--- src/pbpt_pkg.sv ---
package pbpt_pkg;

    // Sizes of the tracked content.
    localparam int MAX_PIECES  = 1024;
    localparam int MAX_BLOCKS  = 256;
    // Block size in bytes; must be a power of two.
    localparam int BLOCK_BYTES = 16384;

    // Field and register widths.
    localparam int CMD_W      = 2;
    localparam int IDX_W      = 10;
    localparam int BEGIN_W    = 22;
    localparam int LEN_W      = 23;
    localparam int STATUS_W   = 2;
    localparam int PLEN_W     = 23;
    localparam int TOTAL_W    = 33;
    localparam int PCNT_W     = 11;
    localparam int CFG_IDX_W  = 2;
    localparam int CFG_DATA_W = 33;

    // Derived sizes.
    localparam int BLOCK_SHIFT = $clog2(BLOCK_BYTES);
    localparam int PSIZE_W     = TOTAL_W;
    localparam int BASE_W      = IDX_W + PLEN_W;
    localparam int END_W       = LEN_W + 1;
    localparam int MAP_W       = 64;
    localparam int BIT_W       = $clog2(MAP_W);
    localparam int WORDS       = (MAX_BLOCKS + MAP_W - 1) / MAP_W;
    localparam int WORD_W      = (WORDS > 1) ? $clog2(WORDS) : 1;
    localparam int MAP_DEPTH   = MAX_PIECES * WORDS;
    localparam int MAP_AW      = (MAP_DEPTH > 1) ? $clog2(MAP_DEPTH) : 1;
    localparam int PIECE_AW    = (MAX_PIECES > 1) ? $clog2(MAX_PIECES) : 1;
    localparam int NBLK_W      = $clog2(MAX_BLOCKS + 1);
    localparam int BIDX_A      = END_W - BLOCK_SHIFT;
    localparam int BIDX_B      = (NBLK_W > WORD_W + BIT_W) ? NBLK_W : WORD_W + BIT_W;
    localparam int BIDX_W      = (BIDX_A > BIDX_B) ? BIDX_A : BIDX_B;

    // Command codes.
    localparam logic [CMD_W-1:0] CMD_NOTICE = 2'd0;
    localparam logic [CMD_W-1:0] CMD_VERIFY = 2'd1;
    localparam logic [CMD_W-1:0] CMD_QUERY  = 2'd2;

    // Result status codes.
    localparam logic [STATUS_W-1:0] ST_OK       = 2'd0;
    localparam logic [STATUS_W-1:0] ST_VERIFY   = 2'd1;
    localparam logic [STATUS_W-1:0] ST_RANGE    = 2'd2;
    localparam logic [STATUS_W-1:0] ST_HASHFAIL = 2'd3;

    // Configuration register indexes and reset values.
    localparam logic [CFG_IDX_W-1:0] CFG_PIECE_LEN = 2'd0;
    localparam logic [CFG_IDX_W-1:0] CFG_TOTAL_LEN = 2'd1;
    localparam logic [CFG_IDX_W-1:0] CFG_PIECE_CNT = 2'd2;
    localparam logic [PLEN_W-1:0]    PLEN_RST      = 23'd262144;
    localparam logic [TOTAL_W-1:0]   TOTAL_RST     = 33'd1;
    localparam logic [PCNT_W-1:0]    PCNT_RST      = 11'd0;

    // Controller states.
    typedef enum logic [2:0] {
        S_CLEAR,
        S_IDLE,
        S_CALC1,
        S_CALC2,
        S_CALC3,
        S_MAP_RD,
        S_MAP_WR,
        S_MAP_CLR
    } t_state;

    // Commands from the controller to the datapath.
    typedef struct packed {
        logic load;
        logic calc1;
        logic calc2;
        logic calc3;
        logic clr_step;
        logic map_merge;
        logic map_zero;
        logic done_set;
        logic respond;
    } t_ctrl;

    // Status from the datapath to the controller.
    typedef struct packed {
        logic             valid;
        logic [CMD_W-1:0] cmd;
        logic             rng_err;
        logic             hash_ok;
        logic             word_last;
        logic             clr_last;
    } t_stat;

endpackage

--- src/pbpt_ctrl.sv ---
module pbpt_ctrl import pbpt_pkg::*; (
    input  logic  i_clk,
    input  logic  i_rst_n,
    input  logic  i_start,
    input  t_stat i_stat,
    output t_ctrl o_ctrl,
    output logic  o_busy
);

    t_state r_state;
    t_state n_state;

    // State register; reset starts the clearing pass.
    always_ff @(posedge i_clk) begin
        if (!i_rst_n) begin
            r_state <= S_CLEAR;
        end else begin
            r_state <= n_state;
        end
    end

    // Next state.
    always_comb begin
        n_state = r_state;
        case (r_state)
            S_CLEAR: begin
                if (i_stat.clr_last) begin
                    n_state = S_IDLE;
                end
            end
            S_IDLE: begin
                if (i_start) begin
                    n_state = S_CALC1;
                end
            end
            S_CALC1: n_state = S_CALC2;
            S_CALC2: n_state = S_CALC3;
            S_CALC3: begin
                n_state = S_IDLE;
                if (i_stat.valid) begin
                    case (i_stat.cmd)
                        CMD_NOTICE: begin
                            if (!i_stat.rng_err) begin
                                n_state = S_MAP_RD;
                            end
                        end
                        CMD_VERIFY: begin
                            if (!i_stat.hash_ok) begin
                                n_state = S_MAP_CLR;
                            end
                        end
                        default: n_state = S_IDLE;
                    endcase
                end
            end
            S_MAP_RD: n_state = S_MAP_WR;
            S_MAP_WR: begin
                n_state = i_stat.word_last ? S_IDLE : S_MAP_RD;
            end
            S_MAP_CLR: begin
                if (i_stat.word_last) begin
                    n_state = S_IDLE;
                end
            end
            default: n_state = S_IDLE;
        endcase
    end

    // Commands to the datapath.
    always_comb begin
        o_ctrl = '0;
        o_busy = 1'b1;
        case (r_state)
            S_CLEAR: o_ctrl.clr_step = 1'b1;
            S_IDLE: begin
                o_busy      = 1'b0;
                o_ctrl.load = i_start;
            end
            S_CALC1: o_ctrl.calc1 = 1'b1;
            S_CALC2: o_ctrl.calc2 = 1'b1;
            S_CALC3: begin
                o_ctrl.calc3 = 1'b1;
                if (!i_stat.valid) begin
                    o_ctrl.respond = 1'b1;
                end else begin
                    case (i_stat.cmd)
                        CMD_NOTICE: o_ctrl.respond = i_stat.rng_err;
                        CMD_VERIFY: begin
                            o_ctrl.respond  = i_stat.hash_ok;
                            o_ctrl.done_set = i_stat.hash_ok;
                        end
                        default: o_ctrl.respond = 1'b1;
                    endcase
                end
            end
            S_MAP_RD: o_ctrl = '0;
            S_MAP_WR: begin
                o_ctrl.map_merge = 1'b1;
                o_ctrl.respond   = i_stat.word_last;
            end
            S_MAP_CLR: begin
                o_ctrl.map_zero = 1'b1;
                o_ctrl.respond  = i_stat.word_last;
            end
            default: o_ctrl = '0;
        endcase
    end

endmodule

--- config.mk ---
export PLATFORM = sky130hd
export DESIGN_NAME = pbpt_ctrl
export DESIGN_NICKNAME = d
export VERILOG_FILES = /design/src/pbpt_pkg.sv /design/src/pbpt_ctrl.sv
export SDC_FILE = /design/constraint.sdc
export NUM_CORES = 1
export LEC_CHECK = 0
export CORE_AREA = 2 2 39 41
export CTS_BUF_LIST = sky130_fd_sc_hd__clkbuf_4
export DETAILED_ROUTE_END_ITERATION = 10
export DIE_AREA = 0 0 41 43
export DONT_BUFFER_PORTS = 1
export PLACE_DENSITY = 0.4
export SYNTH_ARGS = -nofsm -noshare
export SYNTH_HDL_FRONTEND = slang
export SYNTH_SLANG_ARGS = --single-unit
--- constraint.sdc ---
create_clock -name i_clk -period 1.55 [get_ports i_clk]
set_input_delay 0.155 -clock i_clk [delete_from_list [all_inputs] [get_ports i_clk]]
set_output_delay 0.155 -clock i_clk [all_outputs]
set_load 0.02 [all_outputs]
# Yosys cells after proc, flatten, opt, wreduce, memory -nomap -nowiden
# Cells that the tools add are included.
# totals
register_bits	3
output_inout_bits	10
wordCells	39
# op_classes
n_eq_ne	11
mux	23
reduce_logical	4
# op_table
op	count
$pmux 3 s8	1
$mux 3	7
$eq 3x3->1 const B	4
$mux 1	12
$eq 3x2->1 const B	2
$ne 2x2->1 const B	3
$pmux 3 s2	1
$pmux 1 s2	2
$eq 3x1->1 const B	1
$logic_not 3->1	1
$reduce_and 3->1	1
$eq 2x1->1 const B	1
$logic_not 2->1	1
$reduce_or 2->1	1

# Depth between registers and ports, before layout
# logic_depth
word_depth	4
mapped_depth	4
mapped_depth_nobuf	3

# Worst setup path after synthesis
# Ideal clock, no wire load.
# synth_timing
path_kind	reg2reg
start	register r_state[1]
end	register r_state[1]
setup_ps	87
arrival_ps	1385
t_required_ps	1463
path_slack_ps	79
path_stages_with_launch	5
period_less_slack_ps	1471
path_cell_list	dfxtp_1 -> buf_6 -> nor3b_1 -> a41oi_1 -> a221oi_2
# synth_between
elab_chain_len	3
elab_cells_between_ends	13
cone_classes	eq/ne: 10; mux: 1; reduce/logical: 2
# synth_rtl
element	line	rtl
start: declaration	pbpt_ctrl.sv:10	t_state r_state;
start signal: assignment	pbpt_ctrl.sv:18	r_state <= n_state;
$eq 3x3->1, or another cell as far along	pbpt_ctrl.sv:25	case (r_state)
$ne 2x2->1 (no line)	--	
$reduce_and 3->1 (no line)	--	
# Parallel ways exist; a longest one is shown, timed or not.
# A chain may end at the register's enable or synchronous reset.

==> PnR_summary.wiki <==
{| class="wikitable"
! Metric !! Value
|-
| WHS Endpoint || r_state[1]
|-
| Highest attainable clock frequency || approximately 720 MHz
|-
| Synthesized-area fraction occupied by xor and xnor cells || 0
|-
| Startpoint of the worst hold path || i_rst_n
|-
| Library cell contributing the largest single delay on the critical path || sky130_fd_sc_hd__dfxtp_1
|-
| Leakage power of the design || between 0.15 and 0.2 nW
|-
| Setup TNS after final layout || 0 ps
|-
| Clock buffers created by TritonCTS || 3
|-
| Post-synth top area cell || sky130_fd_sc_hd__dfxtp_1
|-
| Max Cap Violations || 0
|-
| Combinational share of power || 0.179
|-
| Post-CTS repair timing setup buffer count || 0
|-
| Startpoint type of the worst setup path || flip-flop
|-
| GRT Total Usage || 0.110
|-
| Wire length of the first global-routing pass || 1290 um
|-
| Endpoints failing hold || 0
|-
| Residual DRC || 0
|-
| Maximum ir drop on the vdd rail || 0.272 mV
|-
| Die extent in x || approximately 40 um
|-
| Count of synthesis-stage warnings from yosys || 0
|-
| Critical path peak fanout || 9
|-
| Net load switching power || ~0.000082 W
|-
| Diode count || 0
|-
| Cell area after synthesis || between 300 and 400 sq um
|-
| Drt via density || around 5.0
|-
| Total area of multi-input combinational cells || about 210 sq um
|-
| Instance count after placement with tap cells included || 65
|-
| Violation count after the first detailed-routing iteration || 5
|-
| Share of synthesized area spent on multiplexers || 0.0317
|-
| Die Span Y || around 43 um
|-
| Total detailed-routing wirelength || around 840 um
|-
| Total power divided by cell area || around 700 nW/um^2
|-
| Data arrival at the endpoint of the critical path || between 1000 and 1500 ps
|-
| Worst R2R Path Depth || 3
|-
| Core area || about 1400 sq um
|-
| Hpwl dp || around 640 um
|-
| Net count, final || between 60 and 70
|-
| Syn Inst Count || 42
|-
| Vias in the first global route || 322
|-
| Cell depth of the worst min-delay path || 2
|-
| Footprint of the flip-flops and latches || 62.6 sq um
|-
| Delay of the slowest critical-path stage || around 340 ps
|-
| Clock-pin slew reported for the worst setup and hold paths after clock tree synthesis || 40 ps
|-
| Adder and majority gate portion of the synthesized area || 0
|-
| Sequential cell area fraction in the yosys report || 0.190
|-
| Buffer and inverter count on the worst path || 3
|-
| Total nets after synthesis || 52
|-
| Area share of the largest cell type after synthesis || 0.190
|-
| Asr flop ratio synth || 0
|-
| Worst slew margin || 0.729
|-
| Top post-synthesis cells by area || sky130_fd_sc_hd__dfxtp_1, sky130_fd_sc_hd__buf_6, sky130_fd_sc_hd__a211o_2, sky130_fd_sc_hd__nand3_1, sky130_fd_sc_hd__inv_1
|-
| Combinational family with the most area after synthesis || simple AND/OR/NAND/NOR gates
|-
| Share of power burned in the clock network || 0.515
|-
| Total number of vias || 350
|-
| WL per Instance || 12.1 um
|-
| Clock Latency Late Sink || approximately 230 ps
|-
| Fin. max-slew vios || 0
|-
| Post-route minimum period || ~1400 ps
|-
| Layout overhead on the synthesized area || 34.1%
|-
| RSZ-0062 raised after global routing || false
|-
| Share of cells above drive strength 1 || 0.407
|-
| Synth Area in Compound Gates || 0.258
|-
| Worst-case clock buffer depth || 2
|-
| H-tree levels || 1
|-
| Maximum number of pins on one net before global-route repair || 14
|-
| Seq pwr share || 0.305
|-
| I/O pin count || 20
|-
| Register bit total from synthesis || 3
|-
| Crit-path cells || buf_4 -> inv_1 -> nor2_1 -> buf_4
|-
| Net switching fraction of the power || 0.268
|-
| Required time of the critical path || roughly 1400 ps
|-
| Number of filler cells placed in the layout || 163
|-
| Worst hold path type || in -> reg
|-
| Root buf cell || sky130_fd_sc_hd__clkbuf_4
|-
| TritonCTS clock tree || built
|-
| Number of library cell types mapped by synthesis || 22
|-
| Setup CP Type || reg -> out
|-
| Fin Clk Skew || roughly 3.7 ps
|-
| Starting Density || 0.228
|-
| Share of synthesized cell area in and, or, nand and nor gates || 0.365
|-
| Worst setup EP type || output pin
|-
| Largest reg by FF count || r_state
|-
| Buffers added on ports || 0
|-
| Terminus of the critical flop-to-flop path || r_state[1]
|-
| Global placement routability congestion || 0.733
|-
| Register-to-register setup slack || ~410 ps
|-
| Number of iterations in the first detailed-routing pass || 4
|-
| Total overflow reported by the global router || 0
|-
| Number of antenna violations at the first check in global routing || 0
|-
| Flip-flop count of the largest register after layout || 3
|-
| Worst Max-Slew Pin Slew || 404 ps
|-
| Final setup viols || 0
|-
| Post-route clock period utilization || 0.902
|-
| Top_reg_cell synth || sky130_fd_sc_hd__dfxtp_1
|-
| Pint || 0.000223 W
|-
| Post-synthesis area per instance || around 7.5 sq um
|-
| Startpoint of the lowest-slack register-to-register path || r_state[1]
|-
| Outcome || complete, no violations
|-
| Cell type with the highest occurrence count on the critical path || sky130_fd_sc_hd__buf_4
|-
| Gate family responsible for the most delay along the worst path || buffers and inverters
|-
| Post-synth EDFFs || 0
|-
| Registers with the highest flip-flop counts || r_state: 3 flops
|-
| Clk sink count || 3
|-
| Number of standard cells in the final layout excluding fillers || 70
|-
| Die Outline Area || approximately 1800 sq um
|-
| Commonest cells in the netlist || sky130_fd_sc_hd__inv_1, sky130_fd_sc_hd__nand2_1, sky130_fd_sc_hd__nand3_1, sky130_fd_sc_hd__nor2_1, sky130_fd_sc_hd__dfxtp_1
|-
| Remaining antenna violation count || 0
|-
| Rows || 14
|}
## repair_timing
| item | in CTS | in global routing |
|---|---|---|
| gates resized for setup | 0 | 2 |
| hold buffers | 1 | 0 |
| hold endpoints to repair | 1 | 0 |
| endpoints found under the setup margin | 0 | 5 |
## worst register-to-register path: stages, from the launching register on
cell,delay (ps)
sky130_fd_sc_hd__dfxtp_2,430
sky130_fd_sc_hd__nor3b_1,280
sky130_fd_sc_hd__a41oi_1,90
sky130_fd_sc_hd__a221oi_2,240
## worst max-delay path by stage
stage | startpoint | endpoint | slack (ps) | depth (start not counted)
after global placement | r_state[0] | o_ctrl[2] | 220 | 3
after global routing | r_state[2] | o_ctrl[2] | 40 | 4
after CTS | r_state[0] | o_ctrl[2] | 4 | 3
after floorplan | r_state[1] | r_state[1] | 80 | 4
final | r_state[2] | o_ctrl[2] | 150 | 4
after detailed placement | r_state[0] | o_ctrl[2] | 270 | 3
## power by group through the flow
| stage | clock network (W) | logic [W] | registers (W) |
|---|---|---|---|
| 3_5_place_dp | 0 | 0.0000526 | 0.0000932 |
| 2_1_floorplan | 0 | 0.0000489 | 0.0000857 |
| 4_1_cts | 0.000163 | 0.0000550 | 0.0000919 |
| 5_1_grt | 0.000171 | 0.0000593 | 0.0000944 |
| 6_report | 0.000157 | 0.0000545 | 0.0000929 |
| 3_3_place_gp | 0 | 0.0000529 | 0.0000933 |
## area by class of cell
cell class | count | share of cell area
timing repair buffer | 11 | 0.201
tap | 16 | 0.0473
multi-input combinational | 31 | 0.488
sequential | 3 | 0.148
clock buffer | 4 | 0.0710
inverter | 5 | 0.0444
## per-stage QoR
step	power, W	setup slack (ps)	hold WS (ps)	cell area [sq um]	utilization
2_1_floorplan	0.000135	78.8	239	315	-
3_3_place_gp	0.000146	216	240	380	0.275
3_5_place_dp	0.000146	272	242	380	0.275
4_1_cts	0.000310	4.19	46.5	420	0.304
5_1_grt	0.000325	41.6	46.8	423	0.306
6_report	0.000304	152	48.3	423	0.306
## kinds of logic (layout without fill, tap and decap cells)
group,Yosys count,in the layout
compound gates,10,10
mux,1,1
buf+inv,8,20
simple gates,20,20
flops,3,3
## metal layers
layer	vias to the layer above	GRT usage	wire length, um	share of wire
li1	175	-	-	-
met1	157	0.154	372	0.44
met2	18	0.134	373	0.44
met3	0	0.0366	97	0.11
met4	0	0.0800	0	0
met5	-	0	0	0
## placed cells by master (no fill, tap or decap)
| cell type | synthesis | routed |
|---|---|---|
| sky130_fd_sc_hd__and3b_2 | 1 | 1 |
| sky130_fd_sc_hd__nor3_1 | 2 | 2 |
| sky130_fd_sc_hd__and2b_2 | 1 | 1 |
| sky130_fd_sc_hd__mux2i_1 | 1 | 1 |
| sky130_fd_sc_hd__inv_1 | 5 | 5 |
| sky130_fd_sc_hd__a31oi_1 | 1 | 1 |
| sky130_fd_sc_hd__clkbuf_4 | 0 | 4 |
| sky130_fd_sc_hd__a311oi_1 | 1 | 1 |
| sky130_fd_sc_hd__buf_4 | 1 | 10 |
| sky130_fd_sc_hd__a211o_2 | 2 | 2 |
| sky130_fd_sc_hd__nor3b_4 | 1 | 1 |
| sky130_fd_sc_hd__nor2_1 | 4 | 4 |
| sky130_fd_sc_hd__o21ai_0 | 1 | 1 |
| sky130_fd_sc_hd__a21oi_1 | 2 | 2 |
| sky130_fd_sc_hd__or3_1 | 1 | 1 |
| sky130_fd_sc_hd__dfxtp_2 | 0 | 2 |
| sky130_fd_sc_hd__nand2_1 | 5 | 5 |
| sky130_fd_sc_hd__dlygate4sd3_1 | 0 | 1 |
| sky130_fd_sc_hd__a41oi_1 | 1 | 1 |
| sky130_fd_sc_hd__a221oi_2 | 1 | 1 |
| sky130_fd_sc_hd__nand3_1 | 4 | 4 |
| sky130_fd_sc_hd__nor3b_1 | 1 | 1 |
| sky130_fd_sc_hd__o211ai_1 | 1 | 1 |
| sky130_fd_sc_hd__dfxtp_1 | 3 | 1 |
Power figures use the tool's default switching activity.
